## config.mk

```make
export PLATFORM = sky130hd
export DESIGN_NAME = slip_packet_receiver
export DESIGN_NICKNAME = d
export VERILOG_FILES = /design/src/slip_rx_pkg.sv /design/src/slip_packet_receiver.sv /design/src/slip_rx_dec.sv
export SDC_FILE = /design/constraint.sdc
export NUM_CORES = 1
export LEC_CHECK = 0
export ABC_CLOCK_PERIOD_IN_PS = 3000
export BUFFER_PORTS_ARGS = -buffer_cell sky130_fd_sc_hd__buf_2
export CORE_MARGIN = 8
export CORE_UTILIZATION = 55
export CTS_CLUSTER_SIZE = 24
export DETAILED_ROUTE_END_ITERATION = 10
export PLACE_DENSITY = 0.79
export SLEW_MARGIN = 20
export SYNTH_ARGS = -nofsm -noshare
export SYNTH_HDL_FRONTEND = slang
export SYNTH_SLANG_ARGS = --single-unit
```

## constraint.sdc

```tcl
create_clock -name clock -period 3 [get_ports clock]
set_clock_uncertainty 0.05 [all_clocks]
set_input_delay 0 -clock clock [delete_from_list [all_inputs] [get_ports clock]]
set_output_delay 0 -clock clock [all_outputs]
set_load 0.02 [all_outputs]
```

## src/slip_rx_pkg.sv

```systemverilog
// Shared constants and types for the SLIP packet receiver.
`default_nettype none

package slip_rx_pkg;

   localparam int PAYLOAD_BYTES = 4;
   localparam int IDX_WIDTH     = $clog2(PAYLOAD_BYTES);
   localparam int COUNT_WIDTH   = 3;

   localparam logic [7:0] CODE_END     = 8'hC0;
   localparam logic [7:0] CODE_ESC     = 8'hDB;
   localparam logic [7:0] CODE_ESC_END = 8'hDC;
   localparam logic [7:0] CODE_ESC_ESC = 8'hDD;

   typedef struct packed {
      logic [15:0]            device_number;
      logic [15:0]            sample_value;
      logic [COUNT_WIDTH-1:0] byte_count;
      logic                   frame_overflow;
   } record_type;

endpackage

`default_nettype wire

```

## src/slip_packet_receiver.sv

```systemverilog
// Usage notes: the SLIP packet receiver takes one raw serial byte per
// request beat and returns one record per frame on the response channel.
// Request and response channels use valid and ready; a beat moves when both
// are high. Bytes are ignored until the first END byte, which synchronizes
// the receiver without producing a record. Each later unescaped END
// produces a record with the device number, sample value, kept byte count
// and overflow flag. An accepted byte waits in the input register until the
// decoder steps on it; an END's record then enters the result register.
// Unless the response side is stalled the block takes one byte every cycle;
// the two registers separate the sides, so a byte is still accepted while
// a record waits. When the receiver holds rsp_ready low with a record
// pending, the input register fills and req_ready falls after one more
// byte. Reset clears the frame state, the sync flag and both valid flags.
`default_nettype none

module slip_packet_receiver
   import slip_rx_pkg::*;
(
   input  wire logic                   clock,
   input  wire logic                   reset,
   input  wire logic                   req_valid,
   output logic                        req_ready,
   input  wire logic [7:0]             req_rx_byte,
   output logic                        rsp_valid,
   input  wire logic                   rsp_ready,
   output logic [15:0]                 rsp_device_number,
   output logic [15:0]                 rsp_sample_value,
   output logic [COUNT_WIDTH-1:0]      rsp_byte_count,
   output logic                        rsp_frame_overflow
);

   logic       in_valid_ff, in_valid_in;
   logic [7:0] in_byte_ff;
   logic       out_valid_ff, out_valid_in;
   record_type out_record_ff;
   logic       out_free;
   logic       step;
   logic       emit;
   record_type record;

   assign out_free  = !out_valid_ff || rsp_ready;
   assign step      = in_valid_ff && out_free;
   assign req_ready = !in_valid_ff || step;

   slip_rx_dec u_dec (
      .clock   (clock),
      .reset   (reset),
      .step    (step),
      .rx_byte (in_byte_ff),
      .emit    (emit),
      .record  (record)
   );

   always_comb begin
      in_valid_in = in_valid_ff;
      if (req_valid && req_ready) begin
         in_valid_in = 1'b1;
      end else if (step) begin
         in_valid_in = 1'b0;
      end
      out_valid_in = out_valid_ff;
      if (out_free) begin
         out_valid_in = emit;
      end
   end

   always_ff @(posedge clock) begin
      if (reset) begin
         in_valid_ff  <= 1'b0;
         out_valid_ff <= 1'b0;
      end else begin
         in_valid_ff  <= in_valid_in;
         out_valid_ff <= out_valid_in;
      end
   end

   always_ff @(posedge clock) begin
      if (req_valid && req_ready) begin
         in_byte_ff <= req_rx_byte;
      end
      if (emit) begin
         out_record_ff <= record;
      end
   end

   assign rsp_valid          = out_valid_ff;
   assign rsp_device_number  = out_record_ff.device_number;
   assign rsp_sample_value   = out_record_ff.sample_value;
   assign rsp_byte_count     = out_record_ff.byte_count;
   assign rsp_frame_overflow = out_record_ff.frame_overflow;

endmodule

`default_nettype wire

```

## src/slip_rx_dec.sv

```systemverilog
// SLIP frame decoder: sync, escape and payload state, one beat per step.
`default_nettype none

module slip_rx_dec
   import slip_rx_pkg::*;
(
   input  wire logic       clock,
   input  wire logic       reset,
   input  wire logic       step,
   input  wire logic [7:0] rx_byte,
   output logic            emit,
   output record_type      record
);

   logic [7:0]             store_ff [PAYLOAD_BYTES];
   logic [7:0]             store_in [PAYLOAD_BYTES];
   logic [COUNT_WIDTH-1:0] count_ff, count_in;
   logic                   synced_ff, synced_in;
   logic                   escape_ff, escape_in;
   logic                   overflow_ff, overflow_in;
   logic [7:0]             data_byte;
   logic                   keep;
   logic                   clear;

   always_comb begin
      if (rx_byte == CODE_ESC_END) begin
         data_byte = CODE_END;
      end else if (rx_byte == CODE_ESC_ESC) begin
         data_byte = CODE_ESC;
      end else begin
         data_byte = rx_byte;
      end
   end

   always_comb begin
      emit      = 1'b0;
      keep      = 1'b0;
      clear     = 1'b0;
      synced_in = synced_ff;
      escape_in = escape_ff;
      if (step) begin
         if (!synced_ff) begin
            if (rx_byte == CODE_END) begin
               synced_in = 1'b1;
               clear     = 1'b1;
               escape_in = 1'b0;
            end
         end else if (escape_ff) begin
            escape_in = 1'b0;
            keep      = 1'b1;
         end else if (rx_byte == CODE_ESC) begin
            escape_in = 1'b1;
         end else if (rx_byte == CODE_END) begin
            emit      = 1'b1;
            clear     = 1'b1;
            escape_in = 1'b0;
         end else begin
            keep = 1'b1;
         end
      end
   end

   always_comb begin
      store_in    = store_ff;
      count_in    = count_ff;
      overflow_in = overflow_ff;
      if (clear) begin
         for (int i = 0; i < PAYLOAD_BYTES; i++) begin
            store_in[i] = 8'h00;
         end
         count_in    = '0;
         overflow_in = 1'b0;
      end else if (keep) begin
         if (count_ff < COUNT_WIDTH'(PAYLOAD_BYTES)) begin
            store_in[count_ff[IDX_WIDTH-1:0]] = escape_ff ? data_byte : rx_byte;
            count_in = count_ff + 1'b1;
         end else begin
            overflow_in = 1'b1;
         end
      end
   end

   always_ff @(posedge clock) begin
      if (reset) begin
         for (int i = 0; i < PAYLOAD_BYTES; i++) begin
            store_ff[i] <= 8'h00;
         end
         count_ff    <= '0;
         synced_ff   <= 1'b0;
         escape_ff   <= 1'b0;
         overflow_ff <= 1'b0;
      end else begin
         store_ff    <= store_in;
         count_ff    <= count_in;
         synced_ff   <= synced_in;
         escape_ff   <= escape_in;
         overflow_ff <= overflow_in;
      end
   end

   assign record.device_number  = {store_ff[0], store_ff[1]};
   assign record.sample_value   = {store_ff[2], store_ff[3]};
   assign record.byte_count     = count_ff;
   assign record.frame_overflow = overflow_ff;

endmodule

`default_nettype wire
```

# Yosys cells after proc, flatten, opt, wreduce, memory -nomap -nowiden
# Cells that the tools add are included.
totals:
  memories: 0
  ff_bits: 84
  mem_bits_rw: 0
  output_inout_bits: 38
  latchBits: 0
  rom_bits: 0
  elab_cells: 63
classes:
  multipliers: 0
  eq_ne: 4
  n_div: 0
  add_sub_neg: 1
  n_shift: 0
  mux: 25
  reduce_logical: 13
  order_cmp: 3
  bitwise_logic: 2
ops:
  columns: ["op", "count"]
  rows:
  - ["32-bit bitwise mux", 1]
  - ["8-bit equality test (second input constant)", 4]
  - ["8-bit 2-to-1 mux", 4]
  - ["1-bit 2-to-1 mux", 19]
  - ["8-bit demux with 2-bit select", 1]
  - ["2-bit AND reduction", 3]
  - ["2-bit nonzero test", 2]
  - ["3-bit by 1-bit adder with 3-bit output (second input constant)", 1]
  - ["3-bit >= comparator (second input constant)", 1]
  - ["1-bit logical AND", 3]
  - ["3-bit by 1-bit less-than comparator with 1-bit output (second input constant)", 1]
  - ["3-bit less-than comparator (second input constant)", 1]
  - ["2-bit NOT with 3-bit output", 1]
  - ["1-bit logical NOT", 2]
  - ["1-bit logical OR", 2]
  - ["2-bit OR reduction", 1]
  - ["1-bit NOT", 1]

# Longest topological paths before layout
# Gate-level depths: netlist of the first run.
logic_depth:
  ltp_word: 7
  depth_mapped: 7
  ltp_nobuf: 5

# Modules after synthesis
# From an unflattened synthesis of the first run, not the netlist that was laid out.
hier_totals:
  hier_cells: 262
  area_unflattened_um2: 3328.2
by_module_without_submodules:
  columns: ["mod", "seq_area_each_um2", "n_inst", "cells_each", "area_per_inst_um2"]
  rows:
  - ["slip_rx_dec", 760.7, 1, 208, 1904.3]
  - ["slip_packet_receiver", 1361.3, 1, 54, 1423.9]

# Worst setup path before layout of the first run
# Ideal clock, no wire load.
synth_timing:
  path_kind: "flip-flop to flip-flop"
  from: "register in_byte_ff[0]"
  to: "register out_record_ff (netlist bit rsp_byte_count[0]), enable pin"
  path_stages_with_launch: 5
  period_less_slack_ns: 2.294
  required_ns: 2.559
  setup_time_ns: 0.391
  setup_slack_ns: 0.706
  path_buffers: 0
  arrival_ns: 1.853
  path_cell_list: "edfxtp_1 > or2_4 > nor3b_4 > nand3_1 > inv_1"
synth_between:
  elab_chain_cells: 6
  elab_cells_between_ends: 7
  cone_classes: "2 x eq/ne; 5 x mux"
synth_lines:
  columns: ["item", "line", "rtl"]
  rows:
  - ["start: declaration", "slip_packet_receiver.sv:33", "logic [7:0] in_byte_ff;"]
  - ["start signal: assignment", "slip_packet_receiver.sv:79", "in_byte_ff <= req_rx_byte;"]
  - ["8-bit equality test", "slip_rx_dec.sv:53", "end else if (rx_byte == CODE_END) begin"]
  - ["1-bit 2-to-1 mux", "slip_rx_dec.sv:53", null]
  - ["1-bit 2-to-1 mux (*)", "slip_rx_dec.sv:51", "end else if (rx_byte == CODE_ESC) begin"]
  - ["1-bit 2-to-1 mux (*)", "slip_rx_dec.sv:48", "end else if (escape_ff) begin"]
  - ["1-bit 2-to-1 mux (*)", "slip_rx_dec.sv:42", "if (!synced_ff) begin"]
  - ["1-bit 2-to-1 mux (*)", "slip_rx_dec.sv:41", "if (step) begin"]
  - ["via emit", "slip_packet_receiver.sv:38", "logic emit;"]
  - ["end signal: assignment", "slip_packet_receiver.sv:82", "out_record_ff <= record;"]
  - ["end: declaration", "slip_packet_receiver.sv:35", "record_type out_record_ff;"]
# The timed path passes the listed nets; every way through them passes the cells marked *.
# A chain may end at the register's enable or synchronous reset.

# Worst setup path after layout of the first run
layout_timing:
  from: "register in_byte_ff[2]"
  to: "register out_record_ff (netlist bit rsp_sample_value[2]), enable pin"
# Same word-level chain as after synthesis.

==> metrics.cfg, run 1 <==
[detailed_routing]
drt-total-wl_um = 5570
drt.antenna.violating_nets = 0
routed-via-count = 1939
avg_wl_per_cell_um = 15.2
drtPass1Iterations = 4
detail_route.iter0.violations = 98
drc = 0
vias_per_cell = 5.31

[finish]
area_delta_synth_final_pct = 19.5
layout.filler_cells = 404
antenna_cells_inserted = 0
net_total_in_the_final_layout = 304
post_route_cells_drive_above_1_share_pct = 31.1
final_cell_area_um2 = 3650

[sta]
timing.final.setup_violations = 0
max_freq_ghz = 0.463
worst_slew_margin_rel_pct = 56.7
final_min_period_over_clock_period_pct = 72.0
hold_violations = 0
worst_slew_pin_slew_ns = 0.649
number_of_pins_with_negative_max_slew_slack_in_the_final_report = 0
layout_min_cycle_time_ns = 2.16
post_route_hold_slack_ns = 0.310
setup-tns-final_ns = 0
grt_setup_unrepaired = false

[global_route]
global_route.usage.met1_pct = 16.2
gr-usage-met3_pct = 5.32
grt_pass1_wl_um = 9670
top_usage_layer = met2
grt_start_max_net_pins = 37
track_usage_pct = 14.6
first_global_vias = 1955
number_of_antenna_violations_at_the_first_check_in_global_routing = 0
grt.overflow.total = 0
grt.met2_usage_pct = 24.2

[die]
dieHeight_um = 90.5
initial_utilization_pct = 56.2
fp.dieW_um = 90.5
i_o_pins = 50
die_area_um2 = 8200
placeableCoreArea_um2 = 5440
placement_rows = 27

[clocking]
ctsResizeCount = 0
tritoncts_clock_tree = yes
tritoncts_num_sinks = 84
post-cts-setup-buffers = 0
cts.root.buffer_cell = sky130_fd_sc_hd__clkbuf_8
cts.reportedPaths.clkPinSlew_ns = 0.08
cts-htree-levels = 3
cts_max_path_buffers = 2
num_cts_buffers = 9
worst_skew_pair.late_latency_ns = 0.35

[placed_design]
dpl_cell_area_um2 = 3320
place.port_buffers = 49
routabilityCongestion = 0.812
hpwl_um = 3740

[synth]
postSynthAreaPerCell_um2 = 13.6
synthCells = 224
post_synthesis_cell_type_count = 39
synthesized_area_fraction_occupied_by_xor_and_xnor_cells_pct = 0.287
syn-num-nets = 240
synth-compound-area-share_pct = 9.62
yosysSeqAreaShare_pct = 69.5
synth-adder-area-share_pct = 1.64
post_synth_mux_area_share_pct = 0
synth_top_family_by_area = simple AND/OR/NAND/NOR gates
synth_seq_cells = 84
count_of_warnings_emitted_by_yosys = 0
netlist_area_um2 = 3060
yosys.area_share.simple_pct = 15.8

[worst_setup_path]
critPathMaxFanout = 36
critPathRequiredTime_ns = 2.95
critical_path.startpoint_type = flop
critical_path_arrival_ns = 2.11
timing.setup.critical_path_class = flop to flop
worstSetupEndpointType = flop

[hold_path]
worstHoldPathType = primary input to flop

[status]
status = completed

[power_and_ir_drop]
power.density_nw_per_um2 = 568
max-vdd-ir-drop_v = 0.000356
power.leakage_uw = 0.00146
power.total_uw = 2070

[run]
max_cap_violations = 0

==> cell type report <==
cell class / count / area (um2) / area share (%)
flip-flops and latches: 84 / 2120 / 58.1
multi-input cells: 125 / 835 / 22.9
repair buffers: 64 / 390 / 10.7
clock buffers: 9 / 124 / 3.39
well taps: 72 / 90.1 / 2.47
clock inverters: 7 / 73.8 / 2.02
inverters: 4 / 15.0 / 0.411
==> stage by stage <==
| stage | util [%] | worst slack, ns | std cells |
|---|---|---|---|
| CTS | 67.1 | 0.829 | 365 |
| global route | 67.1 | 0.618 | 365 |
| detailed placement | 61.1 | 0.853 | 336 |
| global placement | 61.1 | 0.882 | 336 |
| finish | 67.1 | 0.840 | 365 |
| floorplan | - | 0.706 | 224 |
==> synthesized netlist by cell type <==
library cell                instances  share of area (%)
sky130_fd_sc_hd__edfxtp_1          44                 43
sky130_fd_sc_hd__dfxtp_1           40                 26
sky130_fd_sc_hd__nand3_1           32                5.2
sky130_fd_sc_hd__o21ai_1           17                2.8
sky130_fd_sc_hd__nand2_1           13                1.6
sky130_fd_sc_hd__o21ai_2           11                3.2
sky130_fd_sc_hd__a21oi_1            7                1.1
sky130_fd_sc_hd__nor2_1             7               0.86
sky130_fd_sc_hd__buf_6              5                1.8
sky130_fd_sc_hd__buf_2              4               0.66
sky130_fd_sc_hd__ha_1               4                1.6
sky130_fd_sc_hd__inv_1              4               0.49
sky130_fd_sc_hd__nand3_2            4                1.3
sky130_fd_sc_hd__or4b_1             4                1.3
sky130_fd_sc_hd__a31oi_1            2               0.41
sky130_fd_sc_hd__and2_1             2               0.41
sky130_fd_sc_hd__nor3_2             2               0.66
sky130_fd_sc_hd__a22oi_1            1               0.25
sky130_fd_sc_hd__a31o_2             1               0.29
sky130_fd_sc_hd__a31oi_4            1               0.70
sky130_fd_sc_hd__and3_1             1               0.20
sky130_fd_sc_hd__buf_1              1               0.12
sky130_fd_sc_hd__clkbuf_1           1               0.12
sky130_fd_sc_hd__nand2b_1           1               0.20
sky130_fd_sc_hd__nand3b_4           1               0.66
sky130_fd_sc_hd__nand4b_1           1               0.29
sky130_fd_sc_hd__nand4bb_2          1               0.53
sky130_fd_sc_hd__nor2b_1            1               0.20
sky130_fd_sc_hd__nor3_1             1               0.16
sky130_fd_sc_hd__nor3b_4            1               0.61
sky130_fd_sc_hd__nor4b_4            1               0.78
sky130_fd_sc_hd__o211ai_1           1               0.25
sky130_fd_sc_hd__o21ai_0            1               0.16
sky130_fd_sc_hd__o21bai_1           1               0.25
sky130_fd_sc_hd__o31ai_1            1               0.25
sky130_fd_sc_hd__or2_4              1               0.29
sky130_fd_sc_hd__or3_1              1               0.20
sky130_fd_sc_hd__or4_1              1               0.25
sky130_fd_sc_hd__xnor2_1            1               0.29
==> metal layers <==
metal  vias up  routed length, um
met5         -                  0
met4         0                125
met2        54               2760
met3        13                373
met1       910               2310
li1        962                  -
==> state kept, by name (all words and copies together) (netlist names), 3 cells and up <==
| name | cells |
|---|---|
| rsp_byte_count | 3 |
| rsp_device_number | 16 |
| rsp_sample_value | 16 |
| in_byte_ff | 8 |
| u_dec.record | 32 |
| u_dec.count_ff | 3 |
==> critical path, stage by stage, from the launching register on <==
cell	delay, ns
sky130_fd_sc_hd__edfxtp_1	0.45
sky130_fd_sc_hd__nor3_1	0.30
sky130_fd_sc_hd__nor3b_4	0.38
sky130_fd_sc_hd__nand3_1	0.17
sky130_fd_sc_hd__inv_1	0.08
sky130_fd_sc_hd__buf_4	0.37
==> repair_timing <==
| item | CTS | global route |
|---|---|---|
| setup endpoints to repair | 0 | 0 |
| hold buffers | 13 | 0 |
| hold endpoints to repair | 12 | 0 |
==> power by group <==
part	leakage, uW	switching, uW	total [uW]	internal (uW)
combinational	0.000547	37.5	66.0	28.5
clock	0.000100	399	789	390
sequential	0.000812	10.4	1220	1210
==> placed cells by master (no fill, tap or decap), drive strengths merged, types with 2 or more instances in the layout <==
cell type and n:
or4b 4, inv 7, dlygate4sd3 13, o21ai 29
nor3 3, buf 51, and2 2, nand3 36
dfxtp 40, ha 4, a21oi 7, edfxtp 44
clkinv 2, nand2 13, clkbuf 9, a31oi 3
nor2 7
==> final timing paths <==
| kind | depth (start not counted) | end | startpoint | slack (ns) |
|---|---|---|---|---|
| worst max-delay path | 5 | rsp_sample_value[2] | in_byte_ff[2] | 0.84 |
| worst min-delay path | 2 | in_byte_ff[1] | req_rx_byte[1] | 0.31 |
| worst max register to register | 5 | rsp_sample_value[2] | in_byte_ff[2] | 0.84 |
| worst min register to register | 0 | rsp_device_number[1] | u_dec.record[21] | 0.39 |
==> cells by family after synthesis <==
family          count (synthesis)
compound gates                 44
xor+xnor                        1
fa+ha+maj                       4
buf+inv                        15
flops                          84
simple gates                   76
Note: power is estimated with default switching activity, not from simulation.
==> run 2, diff against run 1 <==
--- a/config.mk
+++ b/config.mk
@@ -5,7 +5,7 @@
 export SDC_FILE = /design/constraint.sdc
 export NUM_CORES = 1
 export LEC_CHECK = 0
-export ABC_CLOCK_PERIOD_IN_PS = 3000
+export ABC_CLOCK_PERIOD_IN_PS = 2100
 export BUFFER_PORTS_ARGS = -buffer_cell sky130_fd_sc_hd__buf_2
 export CORE_MARGIN = 8
 export CORE_UTILIZATION = 55
==> constraint.sdc (replaced) <==
create_clock -name clock -period 2.1 [get_ports clock]
set_clock_uncertainty 0.05 [all_clocks]
set_input_delay 0 -clock clock [delete_from_list [all_inputs] [get_ports clock]]
set_output_delay 0 -clock clock [all_outputs]
set_load 0.02 [all_outputs]
==> run 2 against run 1 <==
  * Utilization is 1.9 points higher
  * Critical path depth stayed put
  * Count of clock-buffer cells in the layout stayed put
  * Worst setup slack worse by 0.72 ns
  * Register-to-register slack worse by 0.72 ns
  * Sequential power is 43% higher
  * Final area is 2.8% higher
  * Largest cell class unchanged
  * Routed wire length is 3.5% lower
  * Sequential cell count stayed put
==> metrics.cfg, run 2 (same netlist as run 1, synthesis figures left out) <==
[detailed_routing]
drt-total-wl_um = 5370
detail_route.iter0.violations = 103
drc = 0
vias_per_cell = 5.17
drtPass1Iterations = 4
routed-via-count = 1923
avg_wl_per_cell_um = 14.4
drt.antenna.violating_nets = 0

[sta]
post_route_hold_slack_ns = 0.311
final.setup.worst_slack_ns = 0.116
setup-tns-final_ns = 0
number_of_pins_with_negative_max_slew_slack_in_the_final_report = 0
hold_violations = 0
final_min_period_over_clock_period_pct = 94.5
layout_min_cycle_time_ns = 1.98
timing.final.setup_violations = 0
worst_slew_pin_slew_ns = 0.664
worst_slew_margin_rel_pct = 55.5
max_freq_ghz = 0.504
grt_setup_unrepaired = false

[finish]
area_delta_synth_final_pct = 22.8
seqCellArea_um2 = 2120
flip_flop_count_of_the_largest_register_after_layout = 32
post_route_cells_drive_above_1_share_pct = 33.7
most_common_cell_after_layout_fill_and_taps_aside = sky130_fd_sc_hd__buf_2
fin_util_pct = 69.0
antenna_cells_inserted = 0
layout.filler_cells = 408
net_total_in_the_final_layout = 311
most-common-layout-cells = sky130_fd_sc_hd__buf_2, sky130_fd_sc_hd__edfxtp_1, sky130_fd_sc_hd__dfxtp_1, sky130_fd_sc_hd__nand3_1, sky130_fd_sc_hd__o21ai_1
multi_input_comb_area_um2 = 842

[clocking]
tritoncts_clock_tree = yes
cts.reportedPaths.clkPinSlew_ns = 0.08
post-cts-setup-buffers = 0
cts_max_path_buffers = 2
num_cts_buffers = 9
cts-htree-levels = 3
tritoncts_num_sinks = 84
cts.root.buffer_cell = sky130_fd_sc_hd__clkbuf_8
worst_skew_pair.late_latency_ns = 0.35

[status]
status = completed

[worst_setup_path]
worst-r2r-setup-slack_ns = 0.12
critPathMaxFanout = 9
ff2ff_path_depth = 5
critPathRequiredTime_ns = 2.26
critPathLaunch = in_byte_ff[0]
rr_endpoint = u_dec.record[22]
timing.setup.critical_path_class = flop to flop
critical_path_arrival_ns = 2.14
r2r_start = in_byte_ff[0]
crit_path_end = u_dec.record[22]
worstSetupEndpointType = flop
critical_path.startpoint_type = flop

[die]
die_area_um2 = 8200
fp.dieW_um = 90.5
placement_rows = 27
i_o_pins = 50
placeableCoreArea_um2 = 5440
initial_utilization_pct = 56.2
dieHeight_um = 90.5

[power_and_ir_drop]
power.density_nw_per_um2 = 825
power.leakage_uw = 0.00149
max-vdd-ir-drop_v = 0.000666

[global_route]
number_of_antenna_violations_at_the_first_check_in_global_routing = 0
grt_start_max_net_pins = 37
grt.overflow.total = 0
first_global_vias = 1915
grt_pass1_wl_um = 9070
track_usage_pct = 14.0

[placed_design]
place.port_buffers = 49
pre_cts_slack_ns = 0.104
routabilityCongestion = 0.769
hpwl_um = 3560

[hold_path]
worstHoldPathType = primary input to flop

[run]
max_cap_violations = 0

-- run 2: changes by cell type in the layout (fill, tap and decap cells not counted), moves of 2 or more --
cell / previous run / this run
sky130_fd_sc_hd__inv_6: 3 / 0
sky130_fd_sc_hd__buf_4: 2 / 8
sky130_fd_sc_hd__or4b_4: 0 / 2
sky130_fd_sc_hd__or4b_1: 4 / 2
sky130_fd_sc_hd__clkinvlp_4: 1 / 4
-- run 2: layout make-up --
| class | count | area share (%) |
|---|---|---|
| flip-flops and latches | 84 | 56.6 |
| multi-input cells | 125 | 22.4 |
| repair buffers | 71 | 12.1 |
| clock buffers | 9 | 3.30 |
| clock inverters | 7 | 2.64 |
| well taps | 72 | 2.40 |
| inverters | 4 | 0.500 |
-- run 2: stage by stage --
| step | cell area, um2 | instances | power, uW |
|---|---|---|---|
| after detailed placement | 3390 | 343 | 1860 |
| after global placement | 3390 | 343 | 1860 |
| after floorplan | 3060 | 224 | 1820 |
| after CTS | 3740 | 372 | 3110 |
| after global routing | 3750 | 372 | 3200 |
| final | 3750 | 372 | 3100 |
-- run 2: layer usage --
layer	track usage [%]	vias up	share of wire (%)
met1	15.3	884	42
met4	6.24	0	1.6
li1	-	972	-
met2	22.8	57	49
met5	0	-	0
met3	6.48	10	7.9
-- run 2: repair_timing --
| item | CTS | global route |
|---|---|---|
| hold buffers | 13 | 0 |
| gates resized for setup | 0 | 2 |
| hold endpoints to repair | 12 | 0 |
| endpoints found under the setup margin | 0 | 13 |
-- run 2: critical path, cell delays in order (launching register included) --
cell and delay, ns:
sky130_fd_sc_hd__edfxtp_1 0.45, sky130_fd_sc_hd__or2_4 0.31, sky130_fd_sc_hd__nor3b_4 0.31, sky130_fd_sc_hd__a31oi_4 0.19
sky130_fd_sc_hd__o211ai_1 0.36, sky130_fd_sc_hd__o21ai_1 0.17
-- run 2: report_power, final --
| group | switching [uW] | internal, uW | leakage [uW] | total (uW) |
|---|---|---|---|---|
| combinational | 56.3 | 46.7 | 0.000574 | 103 |
| clock | 579 | 675 | 0.000103 | 1250 |
| sequential | 13.0 | 1730 | 0.000812 | 1740 |
| total | 648 | 2450 | 0.00149 | 3100 |
-- run 2: how the worst min path moves through the flow --
stage                        start             to  slack (ns)  cells past startpoint
detailed placement  req_rx_byte[5]  in_byte_ff[5]        0.13                      1
global route        req_rx_byte[6]  in_byte_ff[6]        0.30                      2
global placement    req_rx_byte[1]  in_byte_ff[1]        0.13                      1
finish              req_rx_byte[4]  in_byte_ff[4]        0.31                      2
floorplan                    reset      rsp_valid        0.02                      1
CTS                 req_rx_byte[2]  in_byte_ff[2]        0.29                      2
